===== src/sv/occc_pkg.sv =====
// Package for the optical color centroid classifier.
// Holds the widths, constants and the sequencer state type. No dependencies.
package occc_pkg;
   localparam int NUM_CLASSES = 8;
   localparam int CLS_W = (NUM_CLASSES > 1) ? $clog2(NUM_CLASSES) : 1;
   localparam logic [31:0] COND_SCALE = 32'd1000000000;
   localparam logic [31:0] SHIFT_LIMIT = 32'd4000000;
   localparam logic [9:0] NORM_TOTAL = 10'd1000;
   localparam logic [31:0] ALL_ONES = 32'hFFFFFFFF;
   localparam logic CSR_MIN_SIGNAL = 1'b0;
   localparam logic CSR_MATCH_THRESHOLD = 1'b1;
   localparam logic ACT_MEASURE = 1'b0;
   localparam logic ACT_LOAD = 1'b1;

   typedef enum logic [9:0] {
      ST_IDLE  = 10'b0000000001,
      ST_DIV   = 10'b0000000010,
      ST_SUM   = 10'b0000000100,
      ST_SHIFT = 10'b0000001000,
      ST_NORM  = 10'b0000010000,
      ST_SCAN  = 10'b0000100000,
      ST_SQRT  = 10'b0001000000,
      ST_OUT   = 10'b0010000000,
      ST_LOW   = 10'b0100000000,
      ST_NDIV  = 10'b1000000000
   } state_type;
endpackage


===== src/sv/occc_req_if.sv =====
// Input and result channel interfaces.
// Depends on nothing.
interface occc_req_if;
   logic        valid;
   logic        ready;
   logic        action;
   logic [31:0] dark_time;
   logic [31:0] red_time;
   logic [31:0] green_time;
   logic [31:0] blue_time;
   logic [2:0]  entry_index;
   logic [9:0]  entry_red;
   logic [9:0]  entry_green;
   logic [9:0]  entry_blue;
   modport source (output valid, action, dark_time, red_time, green_time, blue_time,
                   entry_index, entry_red, entry_green, entry_blue, input ready);
   modport sink (input valid, action, dark_time, red_time, green_time, blue_time,
                 entry_index, entry_red, entry_green, entry_blue, output ready);
endinterface

interface occc_rsp_if;
   logic              valid;
   logic              ready;
   logic [9:0]        share_red;
   logic [9:0]        share_green;
   logic [9:0]        share_blue;
   logic              signal_status;
   logic signed [3:0] class_index;
   logic [31:0]       distance_squared;
   logic [10:0]       distance;
   modport source (output valid, share_red, share_green, share_blue, signal_status,
                   class_index, distance_squared, distance, input ready);
   modport sink (input valid, share_red, share_green, share_blue, signal_status,
                 class_index, distance_squared, distance, output ready);
endinterface


===== src/sv/occc_div.sv =====
// Shared restoring divider, one quotient bit per cycle, 64 by 32 bits.
// Depends on occc_pkg.
module occc_div (
   input  logic        clock,
   input  logic        reset,
   input  logic        start,
   input  logic [63:0] dividend,
   input  logic [31:0] divisor,
   output logic        done,
   output logic [63:0] quotient
);
   import occc_pkg::*;
   logic [6:0]  cnt_ff, cnt_in;
   logic [63:0] q_ff, q_in;
   logic [32:0] rem_ff, rem_in;
   logic [31:0] dvs_ff, dvs_in;
   logic        busy_ff, busy_in;
   logic [32:0] trial;

   always_comb begin
      cnt_in = cnt_ff; q_in = q_ff; rem_in = rem_ff; dvs_in = dvs_ff;
      busy_in = busy_ff;
      trial = {rem_ff[31:0], q_ff[63]};
      if (start) begin
         q_in = dividend; rem_in = '0; dvs_in = divisor; cnt_in = 7'd64; busy_in = 1'b1;
      end else if (busy_ff) begin
         q_in = {q_ff[62:0], 1'b0};
         if (trial >= {1'b0, dvs_ff}) begin
            rem_in = trial - {1'b0, dvs_ff};
            q_in[0] = 1'b1;
         end else begin
            rem_in = trial;
         end
         cnt_in = cnt_ff - 7'd1;
         if (cnt_ff == 7'd1) busy_in = 1'b0;
      end
   end

   always_ff @(posedge clock) begin
      if (reset) begin
         busy_ff <= 1'b0;
         cnt_ff <= '0;
      end else begin
         busy_ff <= busy_in;
         cnt_ff <= cnt_in;
      end
      q_ff <= q_in; rem_ff <= rem_in; dvs_ff <= dvs_in;
   end

   assign done = busy_ff && (cnt_ff == 7'd1);
   assign quotient = {q_ff[62:0], (trial >= {1'b0, dvs_ff})};

   assert property (@(posedge clock) disable iff (reset) start |=> busy_ff)
      else $error("divider did not start");
   assert property (@(posedge clock) disable iff (reset) done |=> !busy_ff)
      else $error("divider still busy after done");
   assert property (@(posedge clock) disable iff (reset) !busy_ff |-> !done)
      else $error("done while idle");
endmodule


===== src/sv/occc_sqrt.sv =====
// Bit-pair integer square root, one step per cycle over 16 steps.
// Depends on occc_pkg.
module occc_sqrt (
   input  logic        clock,
   input  logic        reset,
   input  logic        start,
   input  logic [31:0] value,
   output logic        done,
   output logic [15:0] root
);
   import occc_pkg::*;
   logic [31:0] v_ff, v_in, r_ff, r_in, b_ff, b_in;
   logic        busy_ff, busy_in;

   always_comb begin
      v_in = v_ff; r_in = r_ff; b_in = b_ff; busy_in = busy_ff;
      if (start) begin
         v_in = value; r_in = '0; b_in = 32'h40000000; busy_in = 1'b1;
      end else if (busy_ff) begin
         if (v_ff >= r_ff + b_ff) begin
            v_in = v_ff - (r_ff + b_ff);
            r_in = (r_ff >> 1) + b_ff;
         end else begin
            r_in = r_ff >> 1;
         end
         b_in = b_ff >> 2;
         if (b_ff == 32'd1) busy_in = 1'b0;
      end
   end

   always_ff @(posedge clock) begin
      if (reset) busy_ff <= 1'b0;
      else busy_ff <= busy_in;
      v_ff <= v_in; r_ff <= r_in; b_ff <= b_in;
   end

   assign done = busy_ff && (b_ff == 32'd1);
   assign root = r_in[15:0];

   assert property (@(posedge clock) disable iff (reset) done |=> !busy_ff)
      else $error("sqrt still busy after done");
   assert property (@(posedge clock) disable iff (reset) start |=> busy_ff)
      else $error("sqrt did not start");
   assert property (@(posedge clock) disable iff (reset) busy_ff |-> $onehot(b_ff))
      else $error("sqrt bit not one-hot");
endmodule


===== src/sv/optical_color_centroid_classifier.sv =====
// Top level of the optical color centroid classifier.
// Depends on occc_pkg, occc_req_if/occc_rsp_if, occc_div and occc_sqrt.
//
// Use:
//  - req channel: action 1 loads centroid slot entry_index (no result);
//    action 0 measures four discharge times and yields one rsp item.
//  - csr port: index 0 min_signal (reset 1000), 1 match_threshold (reset 0).
//    Write only while idle.
//  - One item at a time; req.ready is high only in idle.
//  - A load is written at the accepting edge and the block stays idle. After
//    a measure is accepted: the 4 conductance divides, a sum step, the shift
//    steps (at most 10 halvings plus a check), the 3 share divides, a scan of
//    the 8 table entries and the root, then rsp.valid rises. All divides use
//    the one shared bit-serial divider.
//  - Low signal skips the shares, scan and root.
//  - The next item is taken the cycle after the result handshake.
//  - The result stays in the output register until rsp.ready; a stalled
//    receiver holds the block in its output state.
//  - Reset (synchronous) returns to idle and restores the csr registers;
//    the centroid table is not cleared and must be loaded before measures.
module optical_color_centroid_classifier (
   input  logic              clock,
   input  logic              reset,
   input  logic              csr_write_enable,
   input  logic              csr_index,
   input  logic [31:0]       csr_write_data,
   occc_req_if.sink          req,
   occc_rsp_if.source        rsp
);
   import occc_pkg::*;

   state_type   state_ff, state_in;
   logic [31:0] min_signal_ff, match_threshold_ff;
   logic [29:0] table_mem [NUM_CLASSES];
   logic [31:0] times_ff [4];
   logic [31:0] cond_ff [4];
   logic [33:0] sum_ff;
   logic [1:0]  k_ff;
   logic [CLS_W:0] c_ff;
   logic [9:0]  share_ff [3];
   logic [31:0] best_ff;
   logic [CLS_W-1:0] best_c_ff;
   logic [10:0] dist_ff;
   logic        low_ff;

   logic        div_start, div_done, sq_start, sq_done;
   logic [63:0] div_dividend, div_q;
   logic [31:0] div_divisor;
   logic [15:0] sq_root;

   occc_div u_div (.clock, .reset, .start(div_start), .dividend(div_dividend),
                   .divisor(div_divisor), .done(div_done), .quotient(div_q));
   occc_sqrt u_sqrt (.clock, .reset, .start(sq_start), .value(best_ff),
                     .done(sq_done), .root(sq_root));

   logic started_ff;
   logic [31:0] v0, v1, v2;
   logic [33:0] vsum;
   logic [29:0] ent_ff;
   logic [CLS_W-1:0] c_nx;
   logic [10:0] d0, d1, d2;
   logic [31:0] dsum;

   assign req.ready = (state_ff == ST_IDLE);
   // table entry for the next scan step is fetched into ent_ff during the previous scan step
   assign c_nx = c_ff[CLS_W-1:0] + CLS_W'(1);

   always_comb begin
      // corrected values from conductances
      v0 = (cond_ff[1] > cond_ff[0]) ? cond_ff[1] - cond_ff[0] : '0;
      v1 = (cond_ff[2] > cond_ff[0]) ? cond_ff[2] - cond_ff[0] : '0;
      v2 = (cond_ff[3] > cond_ff[0]) ? cond_ff[3] - cond_ff[0] : '0;
      vsum = 34'(v0) + 34'(v1) + 34'(v2);
      d0 = (share_ff[0] > ent_ff[29:20]) ? {1'b0, share_ff[0]} - {1'b0, ent_ff[29:20]}
                                         : {1'b0, ent_ff[29:20]} - {1'b0, share_ff[0]};
      d1 = (share_ff[1] > ent_ff[19:10]) ? {1'b0, share_ff[1]} - {1'b0, ent_ff[19:10]}
                                         : {1'b0, ent_ff[19:10]} - {1'b0, share_ff[1]};
      d2 = (share_ff[2] > ent_ff[9:0]) ? {1'b0, share_ff[2]} - {1'b0, ent_ff[9:0]}
                                       : {1'b0, ent_ff[9:0]} - {1'b0, share_ff[2]};
      dsum = 32'(d0) * 32'(d0) + 32'(d1) * 32'(d1) + 32'(d2) * 32'(d2);
   end

   // divider operand select: conductance phase divides scale by time,
   // share phase divides value*1000 by sum (cond_ff holds shifted values)
   always_comb begin
      div_start = (state_ff == ST_DIV || state_ff == ST_NDIV) && !started_ff;
      if (state_ff == ST_DIV) begin
         div_dividend = {32'd0, COND_SCALE};
         div_divisor  = times_ff[k_ff];
      end else begin
         div_dividend = 64'(cond_ff[k_ff + 2'd1]) * 64'(NORM_TOTAL);
         div_divisor  = sum_ff[31:0];
      end
      sq_start = (state_ff == ST_SQRT) && !started_ff;
   end

   always_comb begin
      state_in = state_ff;
      case (state_ff)
         ST_IDLE:  if (req.valid && req.action == ACT_MEASURE) state_in = ST_DIV;
         ST_DIV:   if (div_done && k_ff == 2'd3) state_in = ST_SUM;
         ST_SUM:   state_in = (vsum >= 34'(min_signal_ff)) ? ST_SHIFT : ST_LOW;
         ST_SHIFT: if (sum_ff <= 34'(SHIFT_LIMIT))
                      state_in = (sum_ff < 34'(min_signal_ff) || sum_ff == '0) ? ST_LOW
                                                                               : ST_NDIV;
         ST_NDIV:  if (div_done && k_ff == 2'd2) state_in = ST_SCAN;
         ST_SCAN:  if (c_ff == (CLS_W+1)'(NUM_CLASSES - 1)) state_in = ST_SQRT;
         ST_SQRT:  if (sq_done) state_in = ST_OUT;
         ST_LOW:   state_in = ST_OUT;
         ST_OUT:   if (rsp.ready) state_in = ST_IDLE;
         default:  state_in = ST_IDLE;
      endcase
   end

   always_ff @(posedge clock) begin
      if (reset) begin
         state_ff <= ST_IDLE;
         min_signal_ff <= 32'd1000;
         match_threshold_ff <= '0;
         started_ff <= 1'b0;
         k_ff <= '0;
      end else begin
         state_ff <= state_in;
         if (csr_write_enable) begin
            if (csr_index == CSR_MIN_SIGNAL) min_signal_ff <= csr_write_data;
            else match_threshold_ff <= csr_write_data;
         end
         started_ff <= (div_start || sq_start || started_ff) && !(div_done || sq_done)
                       && (state_in == state_ff);
         if (state_ff == ST_IDLE || state_ff == ST_SHIFT) k_ff <= '0;
         else if (div_done) k_ff <= k_ff + 2'd1;
      end
   end

   // datapath
   always_ff @(posedge clock) begin
      if (state_ff == ST_IDLE && req.valid) begin
         if (req.action == ACT_LOAD) begin
            if (32'(req.entry_index) < 32'(NUM_CLASSES))
               table_mem[req.entry_index[CLS_W-1:0]] <=
                  {req.entry_red, req.entry_green, req.entry_blue};
         end
         times_ff[0] <= req.dark_time; times_ff[1] <= req.red_time;
         times_ff[2] <= req.green_time; times_ff[3] <= req.blue_time;
      end
      if (state_ff == ST_DIV && div_done)
         cond_ff[k_ff] <= (times_ff[k_ff] == '0) ? '0 : div_q[31:0];
      if (state_ff == ST_SUM) begin
         cond_ff[1] <= v0; cond_ff[2] <= v1; cond_ff[3] <= v2;
         sum_ff <= vsum;
      end
      if (state_ff == ST_SHIFT && sum_ff > 34'(SHIFT_LIMIT)) begin
         cond_ff[1] <= cond_ff[1] >> 1; cond_ff[2] <= cond_ff[2] >> 1;
         cond_ff[3] <= cond_ff[3] >> 1;
         sum_ff <= 34'(cond_ff[1] >> 1) + 34'(cond_ff[2] >> 1) + 34'(cond_ff[3] >> 1);
      end
      if (state_ff == ST_NDIV && div_done) share_ff[k_ff] <= div_q[9:0];
      if (state_ff == ST_NDIV) begin
         c_ff <= '0; best_ff <= ALL_ONES; best_c_ff <= '0;
         ent_ff <= table_mem[CLS_W'(0)];
      end
      if (state_ff == ST_SCAN) begin
         c_ff <= c_ff + 1'b1;
         ent_ff <= table_mem[c_nx];
         if (dsum < best_ff) begin
            best_ff <= dsum; best_c_ff <= c_ff[CLS_W-1:0];
         end
      end
      if (state_ff == ST_SQRT && sq_done) dist_ff <= sq_root[10:0];
      if (state_ff == ST_LOW) low_ff <= 1'b1;
      else if (state_ff == ST_SUM || state_ff == ST_SHIFT) low_ff <= 1'b0;
   end

   assign rsp.valid = (state_ff == ST_OUT);
   assign rsp.signal_status = low_ff;
   assign rsp.share_red   = low_ff ? '0 : share_ff[0];
   assign rsp.share_green = low_ff ? '0 : share_ff[1];
   assign rsp.share_blue  = low_ff ? '0 : share_ff[2];
   assign rsp.distance_squared = low_ff ? ALL_ONES : best_ff;
   assign rsp.distance = low_ff ? '0 : dist_ff;
   assign rsp.class_index = (!low_ff && best_ff <= match_threshold_ff)
                            ? 4'(best_c_ff) : 4'sb1111;

   assert property (@(posedge clock) disable iff (reset)
                    rsp.valid && !rsp.ready |=> rsp.valid)
      else $error("result dropped while stalled");
   assert property (@(posedge clock) disable iff (reset)
                    req.ready |-> !rsp.valid)
      else $error("ready while a result waits");
   assert property (@(posedge clock) disable iff (reset)
                    state_ff == ST_SCAN |-> c_ff < (CLS_W+1)'(NUM_CLASSES))
      else $error("scan index out of range");
endmodule


===== src/flat_wrapper.sv =====
// flat-port wrapper written by rule: the top's interface ports become plain ports
module optical_color_centroid_classifier_flat import occc_pkg::*;
  (clock, reset, csr_write_enable, csr_index, csr_write_data, req_valid, req_action, req_dark_time, req_red_time, req_green_time, req_blue_time, req_entry_index, req_entry_red, req_entry_green, req_entry_blue, req_ready, rsp_valid, rsp_share_red, rsp_share_green, rsp_share_blue, rsp_signal_status, rsp_class_index, rsp_distance_squared, rsp_distance, rsp_ready);
  occc_req_if req_i ();
  occc_rsp_if rsp_i ();
  input  logic clock;
  input  logic reset;
  input  logic csr_write_enable;
  input  logic csr_index;
  input  logic [31:0] csr_write_data;
  input wire logic [$bits(req_i.valid)-1:0] req_valid;
  input wire logic [$bits(req_i.action)-1:0] req_action;
  input wire logic [$bits(req_i.dark_time)-1:0] req_dark_time;
  input wire logic [$bits(req_i.red_time)-1:0] req_red_time;
  input wire logic [$bits(req_i.green_time)-1:0] req_green_time;
  input wire logic [$bits(req_i.blue_time)-1:0] req_blue_time;
  input wire logic [$bits(req_i.entry_index)-1:0] req_entry_index;
  input wire logic [$bits(req_i.entry_red)-1:0] req_entry_red;
  input wire logic [$bits(req_i.entry_green)-1:0] req_entry_green;
  input wire logic [$bits(req_i.entry_blue)-1:0] req_entry_blue;
  output wire logic [$bits(req_i.ready)-1:0] req_ready;
  output wire logic [$bits(rsp_i.valid)-1:0] rsp_valid;
  output wire logic [$bits(rsp_i.share_red)-1:0] rsp_share_red;
  output wire logic [$bits(rsp_i.share_green)-1:0] rsp_share_green;
  output wire logic [$bits(rsp_i.share_blue)-1:0] rsp_share_blue;
  output wire logic [$bits(rsp_i.signal_status)-1:0] rsp_signal_status;
  output wire logic [$bits(rsp_i.class_index)-1:0] rsp_class_index;
  output wire logic [$bits(rsp_i.distance_squared)-1:0] rsp_distance_squared;
  output wire logic [$bits(rsp_i.distance)-1:0] rsp_distance;
  input wire logic [$bits(rsp_i.ready)-1:0] rsp_ready;
  assign req_i.valid = req_valid;
  assign req_i.action = req_action;
  assign req_i.dark_time = req_dark_time;
  assign req_i.red_time = req_red_time;
  assign req_i.green_time = req_green_time;
  assign req_i.blue_time = req_blue_time;
  assign req_i.entry_index = req_entry_index;
  assign req_i.entry_red = req_entry_red;
  assign req_i.entry_green = req_entry_green;
  assign req_i.entry_blue = req_entry_blue;
  assign req_ready = req_i.ready;
  assign rsp_valid = rsp_i.valid;
  assign rsp_share_red = rsp_i.share_red;
  assign rsp_share_green = rsp_i.share_green;
  assign rsp_share_blue = rsp_i.share_blue;
  assign rsp_signal_status = rsp_i.signal_status;
  assign rsp_class_index = rsp_i.class_index;
  assign rsp_distance_squared = rsp_i.distance_squared;
  assign rsp_distance = rsp_i.distance;
  assign rsp_i.ready = rsp_ready;
  optical_color_centroid_classifier u_core (.clock(clock), .reset(reset), .csr_write_enable(csr_write_enable), .csr_index(csr_index), .csr_write_data(csr_write_data), .req(req_i), .rsp(rsp_i));
endmodule

===== config.mk =====
export PLATFORM = sky130hd
export DESIGN_NAME = optical_color_centroid_classifier_flat
export DESIGN_NICKNAME = d
export VERILOG_FILES = /design/src/sv/occc_pkg.sv /design/src/sv/occc_req_if.sv /design/src/sv/occc_div.sv /design/src/sv/occc_sqrt.sv /design/src/sv/optical_color_centroid_classifier.sv /design/src/flat_wrapper.sv
export SDC_FILE = /design/constraint.sdc
export NUM_CORES = 2
export LEC_CHECK = 0
export ABC_AREA = 1
export BUFFER_PORTS_ARGS = -buffer_cell sky130_fd_sc_hd__buf_4
export CORE_MARGIN = 4
export CORE_UTILIZATION = 58
export CTS_CLUSTER_SIZE = 16
export DETAILED_ROUTE_END_ITERATION = 12
export PLACE_DENSITY = 0.77
export SLEW_MARGIN = 20
export SYNTH_ARGS = -nofsm -noshare
export SYNTH_HDL_FRONTEND = slang
export SYNTH_SLANG_ARGS = --single-unit

===== constraint.sdc =====
create_clock -name clock -period 11.1 [get_ports clock]
set_input_delay 1.11 -clock clock [delete_from_list [all_inputs] [get_ports clock]]
set_output_delay 1.11 -clock clock [all_outputs]
set_load 0.01 [all_outputs]

After elaboration in Yosys (flattened, before gate mapping)

Memories as Yosys holds them, arrays and structs flattened. A register that Yosys moved wholly into a read port is not among the register bits.
Index checks and enable logic that the tools add are counted.

Flip-flop bits (word level): 409
Bits in writable memories: 526
Input port bits: 200
Output and inout bits: 80
Logic and storage cells: 202
Memories: 4

Add/subtract/negate cells: 23
Multipliers: 4
Magnitude comparators: 14
Equal/unequal tests: 15
Mux-type cells: 76
Bitwise gates (word level): 5
Reductions and logical operators: 38

Memory list:

| memory           | depth | bits a word | read ports | clocked after memory_dff | write ports | RTL line                                | source |
|---|---|---|---|---|---|---|---|
| u_core.table_mem | 8     | 30          | 2          | 0                        | 1           | optical_color_centroid_classifier.sv:34 | `logic [29:0] table_mem [NUM_CLASSES];` |
| u_core.cond_ff   | 4     | 32          | 5          | 0                        | 3           | optical_color_centroid_classifier.sv:36 | `logic [31:0] cond_ff [4];` |
| u_core.times_ff  | 4     | 32          | 1          | 1                        | 4           | optical_color_centroid_classifier.sv:35 | `logic [31:0] times_ff [4];` |
| u_core.share_ff  | 3     | 10          | 3          | 0                        | 1           | optical_color_centroid_classifier.sv:40 | `logic [9:0] share_ff [3];` |

Operator list:

| cell                                                                               | count |
|---|---|
| 32-bit two-way mux                                                                 | 18 |
| 32-bit subtractor                                                                  | 5 |
| 64-bit two-way mux                                                                 | 2 |
| 10-bit two-way mux                                                                 | 11 |
| 32-bit greater-than comparator                                                     | 3 |
| 10-bit case mux with 9 select lines                                                | 1 |
| 34-bit two-way mux                                                                 | 2 |
| 11-bit by 11-bit multiplier with 22-bit output                                     | 3 |
| 11-bit two-way mux                                                                 | 6 |
| 10-bit by 10-bit subtractor with 11-bit output                                     | 6 |
| 31-bit by 31-bit adder with 32-bit output                                          | 2 |
| 30-bit two-way mux                                                                 | 2 |
| 42-bit two-way mux                                                                 | 1 |
| 32-bit by 7-bit multiplier with 39-bit output, second input constant               | 1 |
| 34-bit by 31-bit adder with 34-bit output                                          | 1 |
| 34-bit by 32-bit adder with 34-bit output                                          | 1 |
| 34-bit by 32-bit greater-or-equal comparator with 1-bit output                     | 1 |
| 34-bit by 22-bit greater-than comparator with 1-bit output, second input constant  | 1 |
| 34-bit by 22-bit less-or-equal comparator with 1-bit output, second input constant | 1 |
| 34-bit logical NOT                                                                 | 1 |
| 34-bit by 32-bit < comparator with 1-bit output                                    | 1 |
| 32-bit by 32-bit adder with 33-bit output                                          | 1 |
| 33-bit by 32-bit greater-or-equal comparator with 1-bit output                     | 1 |
| 32-bit by 22-bit adder with 32-bit output                                          | 1 |
| 40 further kinds                                                                   | 102 |

Logic depth before layout (Yosys ltp)

An unclocked memory read counts as a cell.

Depth after elaboration: 10
Mapped depth: 66
Depth with buffers taken out: 63

Hierarchy

From an unflattened synthesis, not the netlist that was laid out.

Cells, all modules: 9971
Area, all modules: 79501.2 um^2

By module, submodules not included:

| module                            | times used | cells each | area an instance (um^2) | seq. area each (um^2) |
|---|---|---|---|---|
| optical_color_centroid_classifier | 1          | 7323       | 62115.8                 | 20469.6 |
| occc_div                          | 1          | 1201       | 8753.4                  | 3683.5 |
| occc_sqrt                         | 1          | 1447       | 8632.0                  | 1941.9 |

Worst setup path before layout

OpenSTA, ideal clock, no wires.

Kind: register to register
Start: reg u_core.ent_ff[22]
End: reg u_core.best_ff[1]
Setup time: 0.115 ns
Data arrival time: 11.671 ns
Data required time: 10.985 ns
Setup slack: -0.686 ns
Cell stages (with the launch flop): 67
Path buffers: 3
Period minus slack after synthesis: 11.786 ns
Cells stage by stage: edfxtp_1 -> inv_1 -> ha_1 -> buf_4 -> a21oi_1 -> o21ai_1 -> a21oi_2 -> o21ai_2 -> nand2_1 -> nand2_1 -> nand2_1 -> buf_4 -> nand2_1 -> o21ai_4 -> inv_2 -> nor2_1 -> inv_1 -> fa_1 -> [... 31 more ...] -> nand2_1 -> inv_1 -> nor2_1 -> nand2_1 -> nand2_1 -> inv_1 -> ha_1 -> nand2_1 -> o21ai_0 -> nand2_1 -> o211ai_1 -> a21oi_1 -> o21a_1 -> nand2_1 -> nand2_1 -> buf_2 -> o22ai_1 -> inv_1

Cells in the longest elaborated chain, start to end: 8
Elaborated cells on any way between the ends: 10
Classes of those cells: add/sub: 4; mul: 1; order compare: 2; mux: 3

Ends and longest elaborated chain:

| element                                                                      | RTL line                                 | source |
|---|---|---|
| start: declaration                                                           | optical_color_centroid_classifier.sv:59  | `logic [29:0] ent_ff;` |
| start signal: assignment                                                     | optical_color_centroid_classifier.sv:160 | `ent_ff <= table_mem[CLS_W'(0)];` |
| start signal: assignment                                                     | optical_color_centroid_classifier.sv:164 | `ent_ff <= table_mem[c_nx];` |
| 10-bit by 10-bit subtractor with 11-bit output, or another cell as far along | optical_color_centroid_classifier.sv:75  | `: {1'b0, ent_ff[29:20]} - {1'b0, share_ff[0]};` |
| 11-bit two-way mux (*)                                                       | optical_color_centroid_classifier.sv:74  | `d0 = (share_ff[0] > ent_ff[29:20]) ? {1'b0, share_ff[0]} - {1'b0, ent_ff[29:20]}` |
| 11-bit by 11-bit multiplier with 22-bit output (*)                           | optical_color_centroid_classifier.sv:80  | `dsum = 32'(d0) * 32'(d0) + 32'(d1) * 32'(d1) + 32'(d2) * 32'(d2);` |
| 22-bit by 22-bit adder with 23-bit output (*)                                | optical_color_centroid_classifier.sv:80  |  |
| 32-bit by 22-bit adder with 32-bit output (*)                                | optical_color_centroid_classifier.sv:80  |  |
| 32-bit < comparator                                                          | optical_color_centroid_classifier.sv:165 | `if (dsum < best_ff) begin` |
| 32-bit two-way mux (*)                                                       | optical_color_centroid_classifier.sv:165 |  |
| 32-bit two-way mux (*)                                                       | optical_color_centroid_classifier.sv:162 | `if (state_ff == ST_SCAN) begin` |
| end signal: assignment                                                       | optical_color_centroid_classifier.sv:166 | `best_ff <= dsum; best_c_ff <= c_ff[CLS_W-1:0];` |
| end: declaration                                                             | optical_color_centroid_classifier.sv:41  | `logic [31:0] best_ff;` |

Every way passes the cells marked *; elsewhere a longest branch is shown, timed or not.
A chain may end at the register's enable or synchronous reset.

==> results.yml <==
status:
  outcome: "complete, but fails checks"
  violations: "setup timing"
routing:
  postRouteAntennaNets: 0
  initialDrtViolationCount: 7499
  drcViolationCount: 0
  vias_per_cell: 5.92
  drt-wirelength-per-cell_um: 22.8
  first_pass_iters: 6
  vias: 72500
  wl_mm: 279
clock_tree:
  cts_buffer_depth: 3
  cts_max_level: 3
  cts_hold_buf: 0
  clk_pin_slew_ns: 0.06
  ctsRootBufferMaster: "clkbuf_16"
  numCtsBuffers: 103
  cts.sinks: 937
  clk-insertion-delay-late_ns: 0.80
  cts_tree: "built"
timing:
  hold_violations: 0
  setup_ws_ns: -0.366
  maxSlewHeadroom: 0.249
  worst_clock_skew_ns: 0.104
  setup_violations: 35
  rsz0062_at_grt: "yes"
  tightest_slew_ns: 1.13
  period_minus_slack_ns: 11.47
  period_share: 1.03
  slew_viol_final: 0
  fmax_mhz: 87.2
min_path:
  whs_endpoint: "u_core.match_threshold_ff[5]$_SDFFE_PP0P_"
  hp-start: "u_core.match_threshold_ff[5]$_SDFFE_PP0P_"
  hold_depth: 2
  hold_class: "reg2reg"
placed_design:
  placed_cells: 12000
  io_buffers: 279
  dpl.hpwl_mm: 220
  gp_congestion: 1.06
  place_ws_ns: -0.780
synthesis:
  async_flop_share: 0
  synth_top_area_cell: "edfxtp_1"
  ys_warn_count: 0
  synth-seq-cells: 937
  syn-instance-count: 9770
  synthesis.nets: 11100
  synthDistinctLibCells: 70
  synthTopCellsByArea: "edfxtp_1 (28%), ha_1 (12%), fa_1 (9.7%)"
  synth_top_area_share: 0.278
  netlist_area_sq_um: 79200
  synthFlopType: "edfxtp_1"
  synth_area_per_cell_sq_um: 8.11
  synth.yosys.seq_area_share: 0.329
  synth_edf_count: 733
die:
  num_rows: 135
  die-area_sq_um: 143000
  core_area_sq_um: 136000
  die_width_um: 378
  pin_count: 280
  dieHeight_um: 378
  initial_core_util: 0.584
flow_run:
  maxCapViolCount: 0
power:
  vdd_drop_max_v: 0.000198
  power.leakage_nw: 41.8
  powerDensity_nw_per_um2: 87.5
worst_setup_path:
  worst-r2r-setup-slack_ns: -0.37
  cp-start-kind: "flop"
  rr_endpoint: "u_core.best_c_ff[1]$_DFF_P_"
  path_class: "reg2reg"
  worstPathArrival_ns: 12.10
  reg2regPathDepth: 58
  reg2reg_from: "u_core.share_ff[0][6]$_DFFE_PP_"
  crit_slowest_cell: "fa_1"
  critPathCaptureType: "flop"
  cp_max_fo: 7
  slowest_delay_ns: 0.58
  cp_common_cell: "fa_1"
  required_ns: 11.73
global_route:
  overflow: 0
  grt_pass1_wl_mm: 419
  grt_pass1_vias: 71300
  grt_max_degree: 106
  antenna_found_initial: 24
  grt_util_all_layers: 0.384
layout:
  nets: 11700
  synthToLayoutAreaGrowth_pct: 14.4
  final_cell_mix: "nand2_1 (1,828), inv_1 (1,494), nor2_1 (863)"
  drive_above_1_share: 0.122
  stdcell_count: 12300
  mostFrequentLayoutCell: "nand2_1"
-- kinds of logic (layout without fill, tap and decap cells) --
kind of cell / count (synthesis) / after routing / share of synthesized area
AO/OA/AOI/OAI: 2097 / 2097 / 0.148
XOR/XNOR: 349 / 349 / 0.0388
adder cells (fa/ha/maj): 1130 / 1130 / 0.215
buffers and inverters: 1809 / 2490 / 0.0888
flip-flops: 937 / 937 / 0.329
other: 1 / 19 / 0.0000473
AND/OR/NAND/NOR: 3447 / 3449 / 0.180
-- worst max-delay path by stage --
| stage | start | cells past startpoint | slack, ns | to |
|---|---|---|---|---|
| floorplan | u_core.ent_ff[22]$_DFFE_PP_ | 66 | 0.01 | u_core.best_ff[14]$_DFF_P_ |
| global placement | u_core.share_ff[0][2]$_DFFE_PP_ | 52 | -0.57 | u_core.best_c_ff[1]$_DFF_P_ |
| detailed placement | u_core.share_ff[0][2]$_DFFE_PP_ | 60 | -0.78 | u_core.best_ff[26]$_DFF_P_ |
| CTS | u_core.ent_ff[24]$_DFFE_PP_ | 61 | -0.42 | u_core.best_ff[6]$_DFF_P_ |
| global route | u_core.ent_ff[22]$_DFFE_PP_ | 51 | -0.87 | u_core.best_ff[6]$_DFF_P_ |
| finish | u_core.share_ff[0][6]$_DFFE_PP_ | 58 | -0.37 | u_core.best_c_ff[1]$_DFF_P_ |
-- what timing repair did --
item / CTS / global route
resized for setup: 94 / 119
endpoints found under the hold margin: 0 / 0
cloned: 2 / 0
pin swaps: 91 / 87
setup buffers: 23 / 17
setup endpoints to repair: 35 / 35
-- final cells by class --
class,count,area (sq um)
timing repair buffer,746,5670
multi-input combinational,7026,47300
fill,11200,45000
tap,1781,2230
sequential,937,26100
clock buffer,124,2750
inverter,1549,5830
clock inverter,71,782
antenna,18,45.0
-- layer usage --
metal / up-vias / GRT usage / wire length [um]
li1: 33700 / - / -
met1: 34500 / 0.472 / 106000
met2: 3438 / 0.619 / 127000
met3: 883 / 0.0808 / 25000
met4: 12 / 0.243 / 20800
met5: - / 0 / 79
-- worst max-delay path: cells and delay by family (launching register included) --
family                     cells  cell delay, ns
AOI/OAI and AO/OA             11            1.37
xor gates and xnor gates       2            0.28
adders and majority gates     15            6.65
buffers and inverters         13            1.11
DFF                            1            0.45
and+or+nand+nor               17            1.53
-- cells in the mapped netlist, types with 91 or more instances --
library cell,count
xnor2_1,131
inv_1,1517
a21oi_1,883
nor2_1,887
nand3_1,331
edfxtp_1,733
o21ai_0,678
nand2_1,1862
fa_1,382
dfxtp_1,204
nor3_1,91
ha_1,748
clkbuf_1,164
xor2_1,217
-- per-stage QoR --
step / total power [mW] / util / area, sq um / hold WS [ns] / setup TNS, ns
floorplan: 4.23 / - / 79400 / 0.433 / 0
global placement: 4.39 / 0.633 / 85800 / 0.450 / -17.06
detailed placement: 4.41 / 0.633 / 85800 / 0.456 / -24.90
CTS: 7.94 / 0.663 / 90000 / 0.461 / -13.54
global route: 8.16 / 0.668 / 90600 / 0.485 / -27.96
finish: 7.94 / 0.668 / 90700 / 0.464 / -10.57
-- state kept, by name, summed over array words and instances (netlist names), 16 cells and up, named ones only --
signal and count:
u_core.u_div.rem_ff 32, u_core.table_mem 240, u_core.cond_ff 128, u_core.u_div.dvs_ff 32, u_core.min_signal_ff 32, u_core.u_div.q_ff 64
u_core.u_sqrt.b_ff 16, u_core.share_ff 30, u_core.u_sqrt.v_ff 32, u_core.best_ff 32, u_core.times_ff 128, u_core.u_sqrt.r_ff 32
u_core.ent_ff 30, u_core.match_threshold_ff 32, u_core.sum_ff 34
-- power by group --
group	internal [mW]	total [mW]	switching, mW
clock network	2.01	3.59	1.58
logic	0.183	0.486	0.303
registers	3.83	3.86	0.0319
Note: power is estimated with default switching activity, not from simulation.
